$ cat src/hw/rtl/crt3_pkg.sv
// shared types and constants of the three-moduli residue-to-binary converter
package crt3_pkg;

    // configuration register indexes
    localparam logic [1:0] REG_MOD_A = 2'd0;
    localparam logic [1:0] REG_MOD_B = 2'd1;
    localparam logic [1:0] REG_MOD_C = 2'd2;

    // controller states
    typedef enum logic [4:0] {
        S_IDLE,
        S_P12,
        S_P13,
        S_P23,
        S_NLO,
        S_NHI,
        S_CHK,
        S_NK_START,
        S_NK_DIV,
        S_EU_INIT,
        S_EU_TEST,
        S_EU_START,
        S_EU_DIV,
        S_EU_UPD,
        S_EU_END,
        S_CO_MUL,
        S_CO_START,
        S_CO_DIV,
        S_T_LO,
        S_T_HI,
        S_RED1,
        S_RED2,
        S_DONE
    } t_state;

    // datapath operations
    typedef enum logic [4:0] {
        OP_NONE,
        OP_LOAD,
        OP_P12,
        OP_P13,
        OP_P23,
        OP_NLO,
        OP_NHI,
        OP_DIVS_NK,
        OP_DIVS_EU,
        OP_DIVS_CO,
        OP_DIV_STEP,
        OP_EU_INIT,
        OP_EU_UPD,
        OP_EU_END,
        OP_CO_MUL,
        OP_T_LO,
        OP_T_HI,
        OP_RED
    } t_dp_op;

    typedef struct packed {
        t_dp_op     op;
        logic [1:0] k;
    } t_dp_cmd;

    typedef struct packed {
        logic div_done;
        logic r1_zero;
        logic bad;
    } t_dp_sts;

endpackage

$ cat src/hw/rtl/crt3_ctrl.sv
// sequencer for the converter: products, three inverse runs, terms, reduction
module crt3_ctrl
    import crt3_pkg::*;
(
    input  logic    i_clk,
    input  logic    i_rst_n,
    input  logic    i_start,
    input  t_dp_sts i_sts,
    output t_dp_cmd o_cmd,
    output logic    o_busy,
    output logic    o_done
);

    t_state     r_state, n_state;
    logic [1:0] r_k, n_k;

    // state and modulus index registers
    always_ff @(posedge i_clk) begin
        if (!i_rst_n) begin
            r_state <= S_IDLE;
            r_k     <= 2'd0;
        end else begin
            r_state <= n_state;
            r_k     <= n_k;
        end
    end

    // next state and datapath commands
    always_comb begin
        n_state  = r_state;
        n_k      = r_k;
        o_cmd.op = OP_NONE;
        o_cmd.k  = r_k;
        o_done   = 1'b0;
        unique case (r_state)
            S_IDLE: begin
                if (i_start) begin
                    o_cmd.op = OP_LOAD;
                    n_k      = 2'd0;
                    n_state  = S_P12;
                end
            end
            S_P12: begin
                o_cmd.op = OP_P12;
                n_state  = S_P13;
            end
            S_P13: begin
                o_cmd.op = OP_P13;
                n_state  = S_P23;
            end
            S_P23: begin
                o_cmd.op = OP_P23;
                n_state  = S_NLO;
            end
            S_NLO: begin
                o_cmd.op = OP_NLO;
                n_state  = S_NHI;
            end
            S_NHI: begin
                o_cmd.op = OP_NHI;
                n_state  = S_CHK;
            end
            S_CHK: begin
                // a zero modulus skips the whole computation
                if (i_sts.bad) n_state = S_DONE;
                else n_state = S_NK_START;
            end
            S_NK_START: begin
                o_cmd.op = OP_DIVS_NK;
                n_state  = S_NK_DIV;
            end
            S_NK_DIV: begin
                if (i_sts.div_done) n_state = S_EU_INIT;
                else o_cmd.op = OP_DIV_STEP;
            end
            S_EU_INIT: begin
                o_cmd.op = OP_EU_INIT;
                n_state  = S_EU_TEST;
            end
            S_EU_TEST: begin
                if (i_sts.r1_zero) n_state = S_EU_END;
                else n_state = S_EU_START;
            end
            S_EU_START: begin
                o_cmd.op = OP_DIVS_EU;
                n_state  = S_EU_DIV;
            end
            S_EU_DIV: begin
                if (i_sts.div_done) n_state = S_EU_UPD;
                else o_cmd.op = OP_DIV_STEP;
            end
            S_EU_UPD: begin
                o_cmd.op = OP_EU_UPD;
                n_state  = S_EU_TEST;
            end
            S_EU_END: begin
                o_cmd.op = OP_EU_END;
                n_state  = S_CO_MUL;
            end
            S_CO_MUL: begin
                o_cmd.op = OP_CO_MUL;
                n_state  = S_CO_START;
            end
            S_CO_START: begin
                o_cmd.op = OP_DIVS_CO;
                n_state  = S_CO_DIV;
            end
            S_CO_DIV: begin
                if (i_sts.div_done) n_state = S_T_LO;
                else o_cmd.op = OP_DIV_STEP;
            end
            S_T_LO: begin
                o_cmd.op = OP_T_LO;
                n_state  = S_T_HI;
            end
            S_T_HI: begin
                o_cmd.op = OP_T_HI;
                if (r_k == REG_MOD_C) begin
                    n_state = S_RED1;
                end else begin
                    n_k     = r_k + 2'd1;
                    n_state = S_NK_START;
                end
            end
            S_RED1: begin
                o_cmd.op = OP_RED;
                n_state  = S_RED2;
            end
            S_RED2: begin
                o_cmd.op = OP_RED;
                n_state  = S_DONE;
            end
            S_DONE: begin
                o_done  = 1'b1;
                n_state = S_IDLE;
            end
            default: n_state = S_IDLE;
        endcase
    end

    assign o_busy = (r_state != S_IDLE);

endmodule

$ cat src/hw/rtl/crt3_dp.sv
// datapath: shared multiplier, bit-serial divider, euclid registers, sum
module crt3_dp
    import crt3_pkg::*;
#(
    parameter int W = 12
) (
    input  logic             i_clk,
    input  logic             i_rst_n,
    input  t_dp_cmd          i_cmd,
    input  logic [W-1:0]     i_mod_a,
    input  logic [W-1:0]     i_mod_b,
    input  logic [W-1:0]     i_mod_c,
    input  logic [W-1:0]     i_res_a,
    input  logic [W-1:0]     i_res_b,
    input  logic [W-1:0]     i_res_c,
    output t_dp_sts          o_sts,
    output logic [3*W-1:0]   o_solution,
    output logic [3*W-1:0]   o_combined,
    output logic             o_bad
);

    localparam int D  = 2 * W;
    localparam int X  = 3 * W;
    localparam int SW = 3 * W + 2;
    localparam int TW = W + 2;
    localparam int CW = $clog2(D + 1);
    localparam logic [CW-1:0] DSTEPS = CW'(D);

    logic [W-1:0]         r_res [3];
    logic [D-1:0]         r_p12, r_p13, r_p23;
    logic [X-1:0]         r_bign;
    logic [SW-1:0]        r_sum;
    logic                 r_bad;
    logic [W-1:0]         r_rem, r_div;
    logic [D-1:0]         r_dq, r_prod;
    logic [CW-1:0]        r_dcnt;
    logic [W-1:0]         r_r0, r_r1, r_inv;
    logic signed [TW-1:0] r_t0, r_t1;

    logic [W-1:0]          nk_mod, bk;
    logic [D-1:0]          nk_big;
    logic [W-1:0]          mul_x, mul_y;
    logic [D-1:0]          mul_p;
    logic [W:0]            dv_trial;
    logic                  dv_ge;
    logic signed [2*W+2:0] qt;
    logic signed [TW:0]    tn, tn2, nk_s;

    // operand selection by modulus index
    always_comb begin
        unique case (i_cmd.k)
            REG_MOD_A: begin nk_mod = i_mod_a; nk_big = r_p23; bk = r_res[0]; end
            REG_MOD_B: begin nk_mod = i_mod_b; nk_big = r_p13; bk = r_res[1]; end
            REG_MOD_C: begin nk_mod = i_mod_c; nk_big = r_p12; bk = r_res[2]; end
            default:   begin nk_mod = i_mod_a; nk_big = r_p23; bk = r_res[0]; end
        endcase
    end

    // shared multiplier operands
    always_comb begin
        mul_x = i_mod_a;
        mul_y = i_mod_b;
        unique case (i_cmd.op)
            OP_P13:    begin mul_x = i_mod_a;          mul_y = i_mod_c;          end
            OP_P23:    begin mul_x = i_mod_b;          mul_y = i_mod_c;          end
            OP_NLO:    begin mul_x = r_p12[W-1:0];     mul_y = i_mod_c;          end
            OP_NHI:    begin mul_x = r_p12[D-1:W];     mul_y = i_mod_c;          end
            OP_CO_MUL: begin mul_x = bk;               mul_y = r_inv;            end
            OP_T_LO:   begin mul_x = r_rem;            mul_y = nk_big[W-1:0];    end
            OP_T_HI:   begin mul_x = r_rem;            mul_y = nk_big[D-1:W];    end
            default:   begin mul_x = i_mod_a;          mul_y = i_mod_b;          end
        endcase
        mul_p = D'(mul_x) * D'(mul_y);
    end

    // one restoring division bit
    assign dv_trial = {r_rem, r_dq[D-1]};
    assign dv_ge    = (dv_trial >= {1'b0, r_div});

    // euclid coefficient update and final inverse fix-up
    assign qt   = (2*W+3)'($signed({1'b0, r_dq[W-1:0]})) * (2*W+3)'(r_t1);
    assign nk_s = $signed({3'b000, nk_mod});
    assign tn   = (r_t0 < 0) ? ((TW+1)'(r_t0) + nk_s) : (TW+1)'(r_t0);
    assign tn2  = (tn >= nk_s) ? (tn - nk_s) : tn;

    // control flag registers
    always_ff @(posedge i_clk) begin
        if (!i_rst_n) begin
            r_bad  <= 1'b0;
            r_dcnt <= '0;
        end else begin
            unique case (i_cmd.op)
                OP_LOAD:    r_bad <= (i_mod_a == '0) || (i_mod_b == '0) || (i_mod_c == '0);
                OP_EU_END:  r_bad <= r_bad || (r_r0 != W'(1));
                default:    r_bad <= r_bad;
            endcase
            unique case (i_cmd.op)
                OP_DIVS_NK, OP_DIVS_EU, OP_DIVS_CO: r_dcnt <= DSTEPS;
                OP_DIV_STEP:                        r_dcnt <= r_dcnt - CW'(1);
                default:                            r_dcnt <= r_dcnt;
            endcase
        end
    end

    // payload registers
    always_ff @(posedge i_clk) begin
        unique case (i_cmd.op)
            OP_LOAD: begin
                r_res[0] <= i_res_a;
                r_res[1] <= i_res_b;
                r_res[2] <= i_res_c;
                r_sum    <= '0;
            end
            OP_P12: r_p12  <= mul_p;
            OP_P13: r_p13  <= mul_p;
            OP_P23: r_p23  <= mul_p;
            OP_NLO: r_bign <= X'(mul_p);
            OP_NHI: r_bign <= r_bign + (X'(mul_p) << W);
            OP_DIVS_NK: begin
                r_dq  <= nk_big;
                r_div <= nk_mod;
                r_rem <= '0;
            end
            OP_DIVS_EU: begin
                r_dq  <= D'(r_r0);
                r_div <= r_r1;
                r_rem <= '0;
            end
            OP_DIVS_CO: begin
                r_dq  <= r_prod;
                r_div <= nk_mod;
                r_rem <= '0;
            end
            OP_DIV_STEP: begin
                r_rem <= dv_ge ? W'(dv_trial - {1'b0, r_div}) : dv_trial[W-1:0];
                r_dq  <= {r_dq[D-2:0], dv_ge};
            end
            OP_EU_INIT: begin
                r_r0 <= nk_mod;
                r_r1 <= r_rem;
                r_t0 <= '0;
                r_t1 <= TW'(1);
            end
            OP_EU_UPD: begin
                r_r0 <= r_r1;
                r_r1 <= r_rem;
                r_t0 <= r_t1;
                r_t1 <= TW'((2*W+3)'(r_t0) - qt);
            end
            OP_EU_END: r_inv  <= tn2[W-1:0];
            OP_CO_MUL: r_prod <= mul_p;
            OP_T_LO:   r_sum  <= r_sum + SW'(mul_p);
            OP_T_HI:   r_sum  <= r_sum + (SW'(mul_p) << W);
            OP_RED: begin
                if (r_sum >= SW'(r_bign)) r_sum <= r_sum - SW'(r_bign);
            end
            default: ;
        endcase
    end

    assign o_sts.div_done = (r_dcnt == '0);
    assign o_sts.r1_zero  = (r_r1 == '0);
    assign o_sts.bad      = r_bad;

    assign o_solution = r_bad ? '0 : r_sum[X-1:0];
    assign o_combined = r_bign;
    assign o_bad      = r_bad;

endmodule

$ cat src/hw/rtl/crt_three_moduli_reconstruct.sv
// top level of the three-moduli residue-to-binary converter
//
//  channel   handshake            payload
//  input     start / busy         i_residue_a, i_residue_b, i_residue_c
//  result    o_done (strobe)      o_solution, o_combined_modulus, o_not_coprime
//  config    apb psel/penable     paddr, pwdata, prdata (moduli a, b, c)
//
// every division in an item uses the shared one-bit-per-cycle divider running 2*W
// steps, W = MODULUS_BITS; zero moduli skip from the check to done, with no division.
// reset sets all three moduli to 1 and returns the sequencer to idle.
// busy stays high from acceptance through the cycle of o_done; the receiver
// cannot stall, each result is shown for one cycle only.
module crt_three_moduli_reconstruct
    import crt3_pkg::*;
#(
    parameter int MODULUS_BITS = 12
) (
    input  logic                      i_clk,
    input  logic                      i_rst_n,
    input  logic                      start,
    output logic                      busy,
    input  logic [MODULUS_BITS-1:0]   i_residue_a,
    input  logic [MODULUS_BITS-1:0]   i_residue_b,
    input  logic [MODULUS_BITS-1:0]   i_residue_c,
    output logic                      o_done,
    output logic [3*MODULUS_BITS-1:0] o_solution,
    output logic [3*MODULUS_BITS-1:0] o_combined_modulus,
    output logic                      o_not_coprime,
    input  logic                      psel,
    input  logic                      penable,
    input  logic                      pwrite,
    input  logic [3:0]                paddr,
    input  logic [31:0]               pwdata,
    output logic [31:0]               prdata,
    output logic                      pready
);

    localparam int W = MODULUS_BITS;

    logic [W-1:0] r_mod_a, r_mod_b, r_mod_c;
    logic [1:0]   reg_idx;
    logic         wr_en;
    t_dp_cmd      cmd;
    t_dp_sts      sts;

    assign pready  = 1'b1;
    assign reg_idx = paddr[3:2];
    assign wr_en   = psel && penable && pwrite;

    // modulus registers
    always_ff @(posedge i_clk) begin
        if (!i_rst_n) begin
            r_mod_a <= W'(1);
            r_mod_b <= W'(1);
            r_mod_c <= W'(1);
        end else if (wr_en) begin
            if (reg_idx == REG_MOD_A) r_mod_a <= pwdata[W-1:0];
            if (reg_idx == REG_MOD_B) r_mod_b <= pwdata[W-1:0];
            if (reg_idx == REG_MOD_C) r_mod_c <= pwdata[W-1:0];
        end
    end

    // register read-back
    always_comb begin
        unique case (reg_idx)
            REG_MOD_A: prdata = 32'(r_mod_a);
            REG_MOD_B: prdata = 32'(r_mod_b);
            REG_MOD_C: prdata = 32'(r_mod_c);
            default:   prdata = '0;
        endcase
    end

    crt3_ctrl u_ctrl (
        .i_clk   (i_clk),
        .i_rst_n (i_rst_n),
        .i_start (start),
        .i_sts   (sts),
        .o_cmd   (cmd),
        .o_busy  (busy),
        .o_done  (o_done)
    );

    crt3_dp #(
        .W (W)
    ) u_dp (
        .i_clk      (i_clk),
        .i_rst_n    (i_rst_n),
        .i_cmd      (cmd),
        .i_mod_a    (r_mod_a),
        .i_mod_b    (r_mod_b),
        .i_mod_c    (r_mod_c),
        .i_res_a    (i_residue_a),
        .i_res_b    (i_residue_b),
        .i_res_c    (i_residue_c),
        .o_sts      (sts),
        .o_solution (o_solution),
        .o_combined (o_combined_modulus),
        .o_bad      (o_not_coprime)
    );

    // a result only appears while an item is in flight
    a_done_busy: assert property (@(posedge i_clk) disable iff (!i_rst_n)
        o_done |-> busy) else $error("result strobe outside an item");

    // an accepted item occupies the block
    a_start_busy: assert property (@(posedge i_clk) disable iff (!i_rst_n)
        (start && !busy) |=> busy) else $error("accepted item did not start");

    // a valid solution lies below the combined modulus
    a_sol_range: assert property (@(posedge i_clk) disable iff (!i_rst_n)
        (o_done && !o_not_coprime) |-> (o_solution < o_combined_modulus))
        else $error("solution not reduced");

endmodule

$ cat config.mk
export PLATFORM = sky130hd
export DESIGN_NAME = crt_three_moduli_reconstruct
export DESIGN_NICKNAME = d
export VERILOG_FILES = /design/src/hw/rtl/crt3_pkg.sv /design/src/hw/rtl/crt3_ctrl.sv /design/src/hw/rtl/crt3_dp.sv /design/src/hw/rtl/crt_three_moduli_reconstruct.sv
export SDC_FILE = /design/constraint.sdc
export NUM_CORES = 2
export LEC_CHECK = 0
export BUFFER_PORTS_ARGS = -buffer_cell sky130_fd_sc_hd__buf_2
export CAP_MARGIN = 20
export CORE_MARGIN = 2
export CORE_UTILIZATION = 45
export CTS_BUF_LIST = sky130_fd_sc_hd__clkbuf_8
export DETAILED_ROUTE_END_ITERATION = 7
export PLACE_DENSITY_LB_ADDON = 0.08
export SLEW_MARGIN = 15
export SYNTH_ARGS = -nofsm -noshare
export SYNTH_HDL_FRONTEND = slang
export SYNTH_HIERARCHICAL = 1
export SYNTH_SLANG_ARGS = --single-unit
export TNS_END_PERCENT = 20
$ cat constraint.sdc
create_clock -name i_clk -period 12.5 [get_ports i_clk]
set_input_delay 1.25 -clock i_clk [delete_from_list [all_inputs] [get_ports i_clk]]
set_output_delay 1.25 -clock i_clk [all_outputs]
set_load 0.01 [all_outputs]
==> results by group <==
Global route
  • Vias in the first global route: ~26000
  • GRT overflow: 0
  • Largest net degree at the start of global routing: 58
  • First-pass GRT wire length: roughly 150000 µm
  • Initial antenna violation count: 3
  • GRT Resource Usage Total: 0.274

Layout
  • Multi-input gate area: around 19000 µm²
  • Fin util: 0.499
  • Area growth syn-to-layout: 9.91%
  • Commonest cells after routing, fill and taps aside: nand2_1 (412), inv_1 (359), edfxtp_1 (318)
  • # fillers: ~6600
  • Count of non-filler cells in the finished layout: between 4000 and 5000
  • Commonest non-fill, non-tap cell in the layout: nand2_1
  • Register area: between 10000 and 15000 µm²
  • Share of cells above drive strength 1: 0.109
  • Final nets: approximately 4000

STA
  • Worst-margin pin slew: about 1.0 ns
  • Unrepaired setup endpoints after global routing: no
  • WHS: between 0.5 and 0.6 ns
  • Final setup fails: 0
  • Max_slew headroom: 0.308
  • Minimum clock period: between 10 and 15 ns
  • Final hold violations: 0
  • Final Max Tran Viols: 0
  • Final worst path period share: 0.950
  • Setup TNS: 0 ns
  • Clk_skew: slightly below 0.04 ns
  • Max Clk Rate: 0.0842 GHz

Floorplan
  • Initial core utilization: 0.454
  • Top Ports: 186
  • Chip width: between 200 and 300 µm
  • Core ar.: about 70000 µm²
  • Die Y: about 270 µm
  • Die area: ~73000 µm²
  • Row count: 97

Clock tree
  • H-tree Lvls: 3
  • CTS sink cnt: approximately 370
  • CTS buffer count: just over 70
  • Setup Buffers After CTS: 0
  • CTS tree: yes
  • Clock tree buffer depth: 3
  • Clk slew on worst S/H paths: around 0.06 ns
  • Root buf cell: clkbuf_8
  • Post-CTS sizing: 0
  • Later-pin clock latency in the skew report: between 0.6 and 0.7 ns
  • CTS Hold Bufs: 0

Synthesis
  • Synth unique cells: 106
  • Netlist Area Pre-Place: between 30000 and 40000 µm²
  • Gate Count Post-Synth: about 3400
  • Avg Cell Area, Syn: around 9.5 µm²
  • Number of synthesized flops with an enable pin: ~320
  • Synth warnings: 6
  • FF+latch count, synth: approximately 370
  • Ys flop type: edfxtp_1
  • Seq/Total Area, Yosys: 0.331
  • Fraction of registers with async set/reset: 0

Setup path
  • Critical Path RT: between 10 and 15 ns
  • Critical Setup Path Class: reg2reg
  • Startpoint Class: register
  • Max incr delay on CP: between 0.8 and 0.9 ns
  • Reg2reg start: u_ctrl/r_state[3]
  • Crit path buf inv count: 4
  • CP top delay family: compound AO/OA/AOI/OAI gates
  • Most used cell, CP: fa_1
  • Crit. Startpoint: u_ctrl/r_state[3]
  • Crit Path Max Fanout: 22
  • Crit path capture type: register
  • Slowest CP cell: dfxtp_1
  • Data arrival time of the worst path: roughly 12 ns

Hold path
  • Worst hold path type: reg2reg
  • Worst Hold Launch: u_ctrl/r_k[1]

Power
  • Static leakage power: between 15 and 20 nW
  • Total power: 4.89 mW
  • Power Dens Cells: about 140 nW/µm²
  • Peak supply drop: about 0.00012 V

Placement
  • Final HPWL DP: ~76000 µm
  • Routability cong.: roughly 0.92
  • Port buffer count: approximately 140
  • DP Cell Count: around 4400

Drt
  • DRT antenna net count: 0
  • Vias per inst: a little under 6
  • Per-cell routed wire length: 22.5 µm
  • Routed via count: approximately 26000
  • Routed wire length: about 100000 µm
  • Initial drt markers: 2271
  • Detailed Routing Iterations Pass 1: 6
  • Drt drc: 0

Outcome
  • Status: finished clean

Flow run
  • Max-cap check violation count: 0
per-stage QoR:
stage	cell area, µm²	worst slack, ns
finish	34900	0.629
global route	34900	0.0482
CTS	34900	0.767
detailed placement	33600	0.812
global placement	33500	0.892
floorplan	31800	2.13
worst register-to-register path, delay by kind of cell, from the launching register on:
family / cells / cell delay, ns
AND/OR/NAND/NOR: 9 / 2.51
buffers and inverters: 4 / 0.47
AO/OA/AOI/OAI: 13 / 3.81
flip-flops: 1 / 0.82
XOR/XNOR: 2 / 0.65
adder cells (fa/ha/maj): 7 / 3.39
registers in the layout (all words and copies together), names as in the netlist, 14 cells and up:
name and cells:
u_dp/r_p23 24, u_dp/r_p12 24, u_dp/r_t1 14, u_dp/r_t0 14, u_dp/r_prod 24, u_dp/r_sum 38, u_dp/r_dq 24, u_dp/o_combined 36
u_dp/r_p13 24, u_dp/r_res 36
synthesized netlist by cell type, drive strengths merged, types with 14 or more instances:
library cell / instances / share of area
nand2: 414 / 0.049
inv: 337 / 0.040
edfxtp: 318 / 0.30
ha: 257 / 0.10
nor2: 214 / 0.026
o21ai: 192 / 0.030
fa: 178 / 0.11
a21oi: 160 / 0.026
xnor2: 126 / 0.035
a22oi: 99 / 0.023
clkbuf: 90 / 0.011
and2: 84 / 0.017
mux2i: 75 / 0.024
a21o: 72 / 0.017
buf: 72 / 0.014
nor2b: 65 / 0.013
xor2: 58 / 0.016
nor3: 56 / 0.0098
dfxtp: 49 / 0.031
nand3: 43 / 0.0069
nand4: 29 / 0.0057
nand2b: 27 / 0.0054
a211oi: 26 / 0.0063
a31oi: 24 / 0.0051
nor4: 22 / 0.0050
o21bai: 22 / 0.0052
o21a: 21 / 0.0050
and3: 20 / 0.0039
or2: 15 / 0.0030
mux2: 14 / 0.0050
o211ai: 14 / 0.0035
o22ai: 14 / 0.0028
or3: 14 / 0.0028
power by group:
group / internal, mW / switching, mW / total (mW)
Clock: 0.607 / 0.563 / 1.17
Combinational: 0.712 / 1.23 / 1.95
Sequential: 1.60 / 0.174 / 1.78
layer usage:
metal / GRT usage / share of wire
met1: 0.341 / 0.41
met2: 0.464 / 0.48
met3: 0.0397 / 0.060
met4: 0.141 / 0.051
met5: 0 / 0
cell type report:
cell class | instances | area share
clock buffers | 73 | 0.0288
repair buffers | 215 | 0.0367
clock inverters | 52 | 0.00914
inverters | 337 | 0.0362
well taps | 940 | 0.0337
flip-flops and latches | 367 | 0.302
diodes | 1 | 0.0000717
multi-input cells | 2508 | 0.554
cells by family after synthesis:
kind of cell    share of synthesized area
buf+inv                            0.0650
flops                               0.331
xor+xnor                           0.0507
fa+ha+maj                           0.213
simple gates                        0.154
mux                                0.0286
other cells                      0.000236
compound gates                      0.156
path summary, 6_finish.rpt:
kind,end,slack (ns),depth (start not counted)
min reg2reg,u_ctrl/r_k[1],0.52,2
max reg2reg,u_dp/r_sum[35],0.63,35
min,u_ctrl/r_k[1],0.52,2
max,u_dp/r_sum[35],0.63,35
No activity file was read; power rests on OpenSTA's default activity.
